===== src/sv/grid_line_point_generator_defines.svh =====
// Assertion macros for the grid line point generator.
// Included by the RTL files that carry concurrent checks; no other dependencies.
`ifndef GRID_LINE_POINT_GENERATOR_DEFINES_SVH
`define GRID_LINE_POINT_GENERATOR_DEFINES_SVH

// Same-cycle implication, checked outside reset.
`define GLPG_ASSERT_NOW(label, clk, rst_n, cond, conseq, msg) \
  label: assert property (@(posedge clk) disable iff (!rst_n) (cond) |-> (conseq)) \
    else $error(msg);

// Next-cycle implication, checked outside reset.
`define GLPG_ASSERT_NEXT(label, clk, rst_n, cond, conseq, msg) \
  label: assert property (@(posedge clk) disable iff (!rst_n) (cond) |=> (conseq)) \
    else $error(msg);

`endif


===== src/sv/glpg_pkg.sv =====
// Shared types and constants for the grid line point generator.
// No dependencies; imported by glpg_dda and grid_line_point_generator.
package glpg_pkg;

  localparam int COORD_W       = 6;
  localparam int COORD_MAX_DEF = 63;
  // error term holds 0..2n-1 with n up to 63
  localparam int ERR_W         = COORD_W + 1;
  // working width for the error update, signed
  localparam int SUM_W         = ERR_W + 2;

  typedef logic [COORD_W-1:0] coord_t;
  typedef logic [ERR_W-1:0]   err_t;

  typedef struct packed {
    logic capture;  // input transaction accepted, latch endpoints
    logic load;     // set up spans and start point
    logic step;     // current point taken, advance one step
  } glpg_ctrl_t;

  typedef struct packed {
    coord_t x;
    coord_t y;
    logic   last;
  } glpg_point_t;

endpackage


===== src/sv/grid_line_point_generator.sv =====
// Top level: handshake sequencer and output register around the glpg_dda stepper.
// Depends on glpg_pkg, glpg_dda and grid_line_point_generator_defines.svh.
//
//  channel | direction | payload                                 | flow
//  in_     | input     | start_x, start_y, end_x, end_y          | valid / ready
//  out_    | output    | point_x, point_y, last_point            | valid / ready
//
// A line with major-axis span n gives n+1 points, one per cycle while out_ready
// stays high; the single error-term unit in glpg_dda advances once per point.
// An item holds the block through accept, setup, then n+1 point loads.
// in_ready is high only in the idle state; the output register frees the last
// point to wait while the next transaction is accepted.
// rst_n is synchronous; it clears the sequencer and out_valid.
`include "grid_line_point_generator_defines.svh"

module grid_line_point_generator #(
  parameter int COORD_MAX = glpg_pkg::COORD_MAX_DEF
) (
  input  logic             clk,
  input  logic             rst_n,
  input  logic             in_valid,
  output logic             in_ready,
  input  glpg_pkg::coord_t in_start_x,
  input  glpg_pkg::coord_t in_start_y,
  input  glpg_pkg::coord_t in_end_x,
  input  glpg_pkg::coord_t in_end_y,
  output logic             out_valid,
  input  logic             out_ready,
  output glpg_pkg::coord_t out_point_x,
  output glpg_pkg::coord_t out_point_y,
  output logic             out_last_point
);
  import glpg_pkg::*;

  typedef enum logic [1:0] {
    ST_IDLE,
    ST_SETUP,
    ST_RUN
  } state_t;

  state_t      state_r, state_nxt;
  logic        out_valid_r, out_valid_nxt;
  glpg_point_t out_r;
  glpg_ctrl_t  ctrl;
  glpg_point_t point;
  logic        take;

  glpg_dda #(
    .COORD_MAX (COORD_MAX)
  ) u_dda (
    .clk     (clk),
    .rst_n   (rst_n),
    .ctrl    (ctrl),
    .start_x (in_start_x),
    .start_y (in_start_y),
    .end_x   (in_end_x),
    .end_y   (in_end_y),
    .point   (point)
  );

  assign in_ready = (state_r == ST_IDLE);
  // load the next point when the output register is empty or being drained
  assign take     = (state_r == ST_RUN) && (!out_valid_r || out_ready);

  always_comb begin
    ctrl.capture = in_valid && in_ready;
    ctrl.load    = (state_r == ST_SETUP);
    ctrl.step    = take;
  end

  always_comb begin
    state_nxt     = state_r;
    out_valid_nxt = out_valid_r;
    if (out_valid_r && out_ready) begin
      out_valid_nxt = 1'b0;
    end
    unique case (state_r)
      ST_IDLE: begin
        if (in_valid) begin
          state_nxt = ST_SETUP;
        end
      end
      ST_SETUP: begin
        state_nxt = ST_RUN;
      end
      ST_RUN: begin
        if (take) begin
          out_valid_nxt = 1'b1;
          if (point.last) begin
            state_nxt = ST_IDLE;
          end
        end
      end
      default: begin
        state_nxt = ST_IDLE;
      end
    endcase
  end

  always_ff @(posedge clk) begin
    if (!rst_n) begin
      state_r     <= ST_IDLE;
      out_valid_r <= 1'b0;
    end else begin
      state_r     <= state_nxt;
      out_valid_r <= out_valid_nxt;
    end
    if (take) begin
      out_r <= point;
    end
  end

  assign out_valid      = out_valid_r;
  assign out_point_x    = out_r.x;
  assign out_point_y    = out_r.y;
  assign out_last_point = out_r.last;

  `GLPG_ASSERT_NEXT(a_accept_setup, clk, rst_n, in_valid && in_ready, state_r == ST_SETUP, "accept did not start setup")
  `GLPG_ASSERT_NEXT(a_last_idle, clk, rst_n, take && point.last, (state_r == ST_IDLE) && out_valid_r && out_last_point, "last point did not end the line")
  `GLPG_ASSERT_NOW(a_no_overwrite, clk, rst_n, take && out_valid_r, out_ready, "output register overwritten")

endmodule


===== src/sv/glpg_dda.sv =====
// Line stepping datapath: endpoint latch, span setup and the shared error-term unit.
// Depends on glpg_pkg and grid_line_point_generator_defines.svh.
`include "grid_line_point_generator_defines.svh"

module glpg_dda #(
  parameter int COORD_MAX = glpg_pkg::COORD_MAX_DEF
) (
  input  logic                 clk,
  input  logic                 rst_n,
  input  glpg_pkg::glpg_ctrl_t ctrl,
  input  glpg_pkg::coord_t     start_x,
  input  glpg_pkg::coord_t     start_y,
  input  glpg_pkg::coord_t     end_x,
  input  glpg_pkg::coord_t     end_y,
  output glpg_pkg::glpg_point_t point
);
  import glpg_pkg::*;

  localparam coord_t CMAX = coord_t'(COORD_MAX);

  coord_t sx_r, sy_r, ex_r, ey_r;
  coord_t maj_r, mnr_r, cnt_r;
  err_t   err_r, n2_r, d2_r;
  logic   xmaj_r, dec_maj_r, dec_min_r;
  logic   armed_r;

  coord_t maj_nxt, mnr_nxt, cnt_nxt;
  err_t   err_nxt, n2_nxt, d2_nxt;
  logic   xmaj_nxt, dec_maj_nxt, dec_min_nxt;

  logic [COORD_W:0]   dx, dy;
  coord_t             adx, ady, span;
  logic               x_major;
  logic signed [SUM_W-1:0] sum, n2_s;

  function automatic coord_t sat(input coord_t v);
    sat = (v > CMAX) ? CMAX : v;
  endfunction

  // span setup from the latched endpoints
  always_comb begin
    dx      = {1'b0, ex_r} - {1'b0, sx_r};
    dy      = {1'b0, ey_r} - {1'b0, sy_r};
    adx     = dx[COORD_W] ? coord_t'(-dx) : coord_t'(dx);
    ady     = dy[COORD_W] ? coord_t'(-dy) : coord_t'(dy);
    x_major = ady < adx;
    span    = x_major ? adx : ady;
  end

  always_comb begin
    maj_nxt     = maj_r;
    mnr_nxt     = mnr_r;
    cnt_nxt     = cnt_r;
    err_nxt     = err_r;
    n2_nxt      = n2_r;
    d2_nxt      = d2_r;
    xmaj_nxt    = xmaj_r;
    dec_maj_nxt = dec_maj_r;
    dec_min_nxt = dec_min_r;
    n2_s        = $signed({2'b00, n2_r});
    sum         = dec_min_r ? $signed({2'b00, err_r}) - $signed({2'b00, d2_r})
                            : $signed({2'b00, err_r}) + $signed({2'b00, d2_r});
    if (ctrl.load) begin
      xmaj_nxt    = x_major;
      maj_nxt     = x_major ? sx_r : sy_r;
      mnr_nxt     = x_major ? sy_r : sx_r;
      dec_maj_nxt = x_major ? dx[COORD_W] : dy[COORD_W];
      dec_min_nxt = x_major ? dy[COORD_W] : dx[COORD_W];
      cnt_nxt     = span;
      // start halfway: rounding half up
      err_nxt     = {1'b0, span};
      n2_nxt      = {span, 1'b0};
      d2_nxt      = x_major ? {ady, 1'b0} : {adx, 1'b0};
    end else if (ctrl.step) begin
      maj_nxt = dec_maj_r ? maj_r - 1'b1 : maj_r + 1'b1;
      cnt_nxt = cnt_r - 1'b1;
      // one wrap at most, since the minor span never exceeds the major one
      if (!dec_min_r && (sum >= n2_s)) begin
        err_nxt = err_t'(sum - n2_s);
        mnr_nxt = mnr_r + 1'b1;
      end else if (dec_min_r && sum[SUM_W-1]) begin
        err_nxt = err_t'(sum + n2_s);
        mnr_nxt = mnr_r - 1'b1;
      end else begin
        err_nxt = err_t'(sum);
      end
    end
  end

  always_ff @(posedge clk) begin
    if (!rst_n) begin
      armed_r <= 1'b0;
    end else if (ctrl.load) begin
      armed_r <= 1'b1;
    end
    if (ctrl.capture) begin
      sx_r <= sat(start_x);
      sy_r <= sat(start_y);
      ex_r <= sat(end_x);
      ey_r <= sat(end_y);
    end
    maj_r     <= maj_nxt;
    mnr_r     <= mnr_nxt;
    cnt_r     <= cnt_nxt;
    err_r     <= err_nxt;
    n2_r      <= n2_nxt;
    d2_r      <= d2_nxt;
    xmaj_r    <= xmaj_nxt;
    dec_maj_r <= dec_maj_nxt;
    dec_min_r <= dec_min_nxt;
  end

  assign point.x    = xmaj_r ? maj_r : mnr_r;
  assign point.y    = xmaj_r ? mnr_r : maj_r;
  assign point.last = (cnt_r == '0);

  `GLPG_ASSERT_NOW(a_step_after_load, clk, rst_n, ctrl.step, armed_r, "step before setup")
  `GLPG_ASSERT_NOW(a_err_bound, clk, rst_n, armed_r && !ctrl.load, (n2_r == '0) || (err_r < n2_r), "error term out of range")

endmodule

===== config.mk =====
export PLATFORM = sky130hd
export DESIGN_NAME = grid_line_point_generator
export DESIGN_NICKNAME = d
export VERILOG_FILES = /design/src/sv/glpg_pkg.sv /design/src/sv/grid_line_point_generator.sv /design/src/sv/glpg_dda.sv
export VERILOG_INCLUDE_DIRS = /design/src /design/src/sv
export SDC_FILE = /design/constraint.sdc
export NUM_CORES = 1
export LEC_CHECK = 0
export BUFFER_PORTS_ARGS = -buffer_cell sky130_fd_sc_hd__buf_2
export CAP_MARGIN = 10
export CORE_ASPECT_RATIO = 0.9
export CORE_MARGIN = 10
export CORE_UTILIZATION = 61
export CTS_CLUSTER_SIZE = 24
export DETAILED_ROUTE_END_ITERATION = 10
export PLACE_DENSITY = 0.81
export SKIP_CTS_REPAIR_TIMING = 1
export SYNTH_ARGS = -nofsm -noshare
export SYNTH_HDL_FRONTEND = slang
export SYNTH_SLANG_ARGS = --single-unit

===== constraint.sdc =====
create_clock -name clk -period 4.96 [get_ports clk]
set_input_delay 0.248 -clock clk [delete_from_list [all_inputs] [get_ports clk]]
set_output_delay 0.248 -clock clk [all_outputs]
set_load 0.02 [all_outputs]

==> results.md, run 1 <==
- Tmin final: roughly 4.5 ns
- Initial antenna violation count: 0
- Synth area leader: edfxtp_1
- Synthesized cell area: 0.00547 mm^2
- Grt total ovfl: 0
- Seq/Total Area, Yosys: 43.2%
- Post-synthesis simple-gate area fraction: 8.24%
- Worst hold stages: 1
- Max-Cap Viols: 0
- Final Non-Filler Cells: 662
- Min setup slack post-route: 0.436 ns
- FF+latch area: approximately 0.0024 mm^2
- I/O pin total: 43
- Placement row count: 32
- Main combinational cell family by area after synthesis: adder cells
- Yosys warnings: 0
- Final Util: 68.0%
- Crit Path Max Fanout: 7
- Design area: approximately 0.006 mm^2
- CTS Root Cell: clkbuf_8
- Gr usage total: 16.7%
- TritonRoute pass-1 iters: 4
- FMAX: roughly 220 MHz
- Wirelength per Cell: about 16 um
- First-pass GRT wire length: about 17000 um
- Post-synth EDFFs: 76
- Pre-CTS WS: a little under 0.5 ns
- Initial Util: 63.2%
- Syn Inst Count: 519
- Antenna diodes: 0
- CP max stage delay: 0.42 ns
- CP top delay family: compound AO/OA/AOI/OAI gates
- Routability cong.: 0.873
- Worst slew margin: about a quarter
- Final period utilization: between 90 and 100%
- Top Usage Layer GRT: met2
- P_leak: 2.53 nW
- Met3 usage: 4.77%
- Buf/Inv on CP: 0
- Clock transition at path regs: 0.09 ns
- Detailed Place HPWL: 8500 um
- Clk sink count: 80
- Post-synth ARST share: 0%
- Crit path max-delay cell type: edfxtp_1
- Final Setup Violations: 0
- Startpoint types: flip-flop
- Dpl cell area: 0.00569 mm^2
- Skew final: about 0.01 ns
- Synthesized Nets: just over 600
- Worst Setup Path Type: flip-flop to flip-flop
- Origin of the worst setup path: u_dda.d2_r[1]
- Fin nets: roughly 630
- CP Cell Sequence: ha_1, fa_1, mux2i_1, xor2_1, ha_1, a21o_1, a21oi_1, a21oi_1, o21ai_0, a21o_1, ha_1, a21o_1, a21oi_1, o21bai_1, a21oi_1, xor2_1, xnor2_1, nor2_1, a31oi_1
- GRT met1 Usage: between 20% and 30%
- Area contributors post-synth: edfxtp_1 (42%), ha_1 (12%), a21oi_1 (4.0%)
- Multiplexer share of the synthesized area: approximately 6.0%
- Final ANT Viol Nets: 0
- Final Hold Vio Count: 0
- Met2 usage: between 20% and 30%
- Setup TNS: 0 ns
- Worst vdd ir: about 0.30 mV
- Core area: 0.00865 mm^2
- Status: completed
- DIE AREA: 0.0132 mm^2
- Max-slew violations: 0
- Dpl cells: approximately 650
- Fin Hold WS: 0.0612 ns
- Area of the multi-input gates: 0.00273 mm^2
- Routed Wire Length: around 11000 um
- Tot Pwr: slightly below 4 mW
- PwrDens: 663 mW/mm^2
- Area Growth Syn to Fin: 7.55%
- Clk Latency, worst-skew pair: 0.36 ns
- Ratio of cells with drive above 1 in the final layout: 16.9%
- Clk buf depth: 2
- Num CTS Buffers: 9
- Req. time, crit path: 5.03 ns
- Die Height: 110 um
- Vias in the first global route: 3750
- DR iter-0 viols: 271
- Worst Path Arrival: 4.60 ns
- Synth Register Bits: 80
- Hold wc startpoint: in_end_y[3]
- Total number of vias: 3656
- Buffers added on ports: 42
- Adder-cell share of the synthesized area: 14.8%
- Fill cell count: 657
- Most common cell on crit path: a21oi_1
- Area share of the largest cell type after synthesis: 41.7%
- Unrepaired setup endpoints after global routing: no
- Htree depth: 3
- R2R Path Start: u_dda.d2_r[1]
- Post-synth top cells: edfxtp_1 (76), inv_1 (54), ha_1 (52), a21oi_1 (44)
- Residual DRC: 0
- Top FF cell, synth: edfxtp_1
- CTS tree: done
- Most used standard cell by instance count after synthesis: edfxtp_1
- Hold Crit Class: primary input to flip-flop
- Die Width: between 100 and 150 um
- Post-Synth XOR/XNOR Area: ~7.1%
- Worst path depth: 19
- Worst-Margin Slew: 1.13 ns
- Largest net degree at the start of global routing: 34
- Synth unique cells: 52
- Via density: 5.52
- Worst reg-to-reg path cell count: 19
- Syn_area_per_cell: 10.5 um^2
- Synth Area in Compound Gates: 13.7%
- CP Capture Type: flip-flop
[area by class of cell]
cell class                 instances  share of cell area [%]
multi-input combinational        345                    46.4
sequential                        80                    40.2
timing repair buffer              46                    4.09
inverter                          56                    3.58
tap                              119                    2.53
clock buffer                      10                    2.34
clock inverter                     6                   0.873
[routing by layer]
layer	vias to the layer above	share of wire, %
li1	1820	-
met1	1725	45
met2	100	48
met3	11	5.8
met4	0	1.2
met5	-	0
[registers in the layout, summed over array words and instances, names as in the netlist]
register         count
u_dda.sy_r           6
state_r              2
u_dda.dec_maj_r      1
u_dda.cnt_r          6
u_dda.err_r          7
u_dda.mnr_r          6
u_dda.dec_min_r      1
u_dda.xmaj_r         1
u_dda.ex_r           6
u_dda.ey_r           6
u_dda.n2_r           6
out_last_point       1
out_valid            1
u_dda.d2_r           6
out_point_y          6
out_point_x          6
u_dda.maj_r          6
u_dda.sx_r           6
[power by group]
part	leakage [nW]	switching [mW]	total, mW	internal (mW)
Sequential	0.744	0.103	1.08	0.976
Combinational	1.70	1.37	2.36	0.996
Clock	0.0870	0.254	0.455	0.201
Total	2.53	1.72	3.90	2.17
[final timing paths]
kind	end	slack (ns)
max	u_dda.mnr_r[5]	0.44
min	u_dda.ey_r[3]	0.06
max reg2reg	u_dda.mnr_r[5]	0.44
min reg2reg	out_valid	0.55
[cell families (layout without fill, tap and decap cells)]
group,after synthesis,in the layout
XOR/XNOR,42,42
buffers and inverters,94,118
AND/OR/NAND/NOR,99,99
multiplexers,30,30
adder cells (fa/ha/maj),60,60
AO/OA/AOI/OAI,114,114
flip-flops,80,80
[cells in the final DEF, fill, tap and decap left out, types with 6 or more instances in the layout]
cell type and count:
edfxtp_1 76, xnor2_1 20, a21o_1 13, xor2_1 19, mux2_2 11, nand2b_1 6
o21bai_1 6, inv_1 54, a31oi_1 10, ha_1 52, o21ai_0 10, fa_1 8
mux2i_1 18, nor2_1 37, o21ai_1 6, clkbuf_8 10, nand2_1 37, buf_2 42
a21oi_1 44
Note: power is estimated with default switching activity, not from simulation.
==> run 2: changes to the inputs <==
- CORE_UTILIZATION: 61 -> 55
- PLACE_DENSITY: 0.81 -> 0.77
- clock period: 4.96 -> 4 ns (I/O delays scaled with it)
==> run 2 against run 1 <==
Effect of this change: final cell count is 5.1% higher; worst hold slack worse by 0.046 ns; sequential cell count stayed put; maximum frequency is 13% higher; first-iteration DRC count is 8.5% lower; via count is 2.2% higher.
==> results.md, run 2 (same netlist as run 1, synthesis figures left out) <==
- PwrDens: 848 mW/mm^2
- Tmin final: 4.00 ns
- Reg-to-reg slack, setup: 0.005 ns
- Worst vdd ir: ~0.76 mV
- Final ANT Viol Nets: 0
- Die Width: 125 um
- Sw frac: 42.3%
- Largest net degree at the start of global routing: 27
- Final Hold Vio Count: 0
- Most frequent cells in the layout: edfxtp_1 (76), inv_1 (53), ha_1 (48)
- FF-to-FF End: u_dda.mnr_r[5]
- CTS Root Cell: clkbuf_8
- Routed Wire Length: 11000 um
- Num CTS Buffers: 9
- Pre-CTS WS: -0.0785 ns
- Dpl cell area: 0.00583 mm^2
- CP top delay family: compound AO/OA/AOI/OAI gates
- Sequential power share: 25.4%
- Area of the multi-input gates: approximately 0.0028 mm^2
- First-pass GRT wire length: roughly 18000 um
- TritonRoute pass-1 iters: 4
- Fin Hold WS: 0.0151 ns
- Wirelength per Cell: 15.8 um
- Die Height: 115 um
- Cell Int Power: 3.03 mW
- Unrepaired setup endpoints after global routing: yes
- Max-Cap Viols: 0
- I/O pin total: 43
- Worst reg-to-reg path cell count: 20
- Detailed Place HPWL: 8450 um
- Clk buf depth: 2
- Placement row count: 34
- Ratio of cells with drive above 1 in the final layout: 24.4%
- Antenna diodes: 0
- Residual DRC: 0
- Fill cell count: 756
- Clock network power share: between 10% and 20%
- Final Setup Violations: 0
- DIE AREA: 0.0143 mm^2
- CP Capture Type: flip-flop
- Initial Util: 56.4%
- Setup TNS: 0 ns
- R2R Path Start: u_dda.d2_r[2]
- Total number of vias: 3735
- Routability cong.: 0.844
- CTS tree: done
- Origin of the worst setup path: u_dda.d2_r[2]
- FMAX: 250 MHz
- Status: completed
- Worst-Margin Slew: 1.00 ns
- Via density: ~5.4
- CP max stage delay: between 0.4 and 0.5 ns
- P_leak: 2.67 nW
- CP endpoint: u_dda.mnr_r[5]
- Clock transition at path regs: approximately 0.1 ns
- Buf/Inv on CP: 1
- Tot Pwr: 5.25 mW
- Crit Path Max Fanout: 4
- Area Growth Syn to Fin: 13.3%
- Commonest non-fill, non-tap cell in the layout: edfxtp_1
- Dpl cells: 668
- Min setup slack post-route: 0.00499 ns
- Crit path max-delay cell type: edfxtp_1
- Req. time, crit path: 4.20 ns
- Psw: approximately 2.2 mW
- Grt total ovfl: 0
- Hold Crit Class: primary input to flip-flop
- Final period utilization: 99.9%
- Buffers added on ports: 42
- CP Cell Sequence: buf_4, fa_2, nand2b_1, a21oi_1, nor2_1, o21ai_1, xnor2_1, ha_1, a21oi_2, o21ai_1, a21o_1, ha_1, a21o_1, a21oi_2, o21bai_1, a21oi_1, xor2_1, xnor2_1, nor2_1, a31oi_1
- Core area: 0.00970 mm^2
- Final Non-Filler Cells: 696
- Max-slew violations: 0
- Startpoint types: flip-flop
- FF+latch area: approximately 0.0024 mm^2
- Biggest register: u_dda.err_r
- Initial antenna violation count: 0
- Worst Path Arrival: 4.19 ns
- Worst slew margin: 33.2%
- Worst Setup Path Type: flip-flop to flip-flop
- DR iter-0 viols: about 250
- Clk Latency, worst-skew pair: 0.35 ns
- Vias in the first global route: 3742
- Skew final: approximately 0.015 ns
- Worst path depth: 20
- Comb pwr share: 63.7%
- Design area: 0.00619 mm^2
- Fin nets: 653
- Max FFs per register: 7
- Gr usage total: 15.2%
- Htree depth: 3
- Final Util: about 64%
- Clk sink count: 80
## run 2: worst min path at each step
stage                        startpoint       endpoint  depth (start not counted)
after floorplan                   rst_n     state_r[1]                          1
after global placement    in_start_x[2]  u_dda.sx_r[2]                          1
after detailed placement  in_start_x[2]  u_dda.sx_r[2]                          1
after CTS                 in_start_y[2]  u_dda.sy_r[2]                          1
after global routing      in_start_x[3]  u_dda.sx_r[3]                          1
final                       in_end_y[2]  u_dda.ey_r[2]                          1
## run 2: area by class of cell
type	instances	share of cell area (%)
Timing Repair Buffer	73	7.36
Multi-Input combinational cell	345	45.5
Tap cell	126	2.55
Inverter	56	3.40
Clock buffer	10	2.22
Clock inverter	6	0.849
Sequential cell	80	38.2
## run 2: power by group through the flow
stage	Combinational [mW]	Clock [mW]	Sequential, mW
4_1_cts	3.11	0.585	1.33
3_5_place_dp	3.09	0	1.35
5_1_grt	3.74	0.620	1.35
2_1_floorplan	2.36	0	1.31
6_report	3.34	0.573	1.33
3_3_place_gp	2.98	0	1.34
## run 2: per-layer routing
metal / share of wire (%) / up-vias / global-route usage [%]
li1: - / 1871 / -
met1: 47 / 1738 / 20.2
met2: 46 / 107 / 24.4
met5: 0 / - / 0
met3: 5.0 / 19 / 3.06
met4: 1.9 / 0 / 4.98
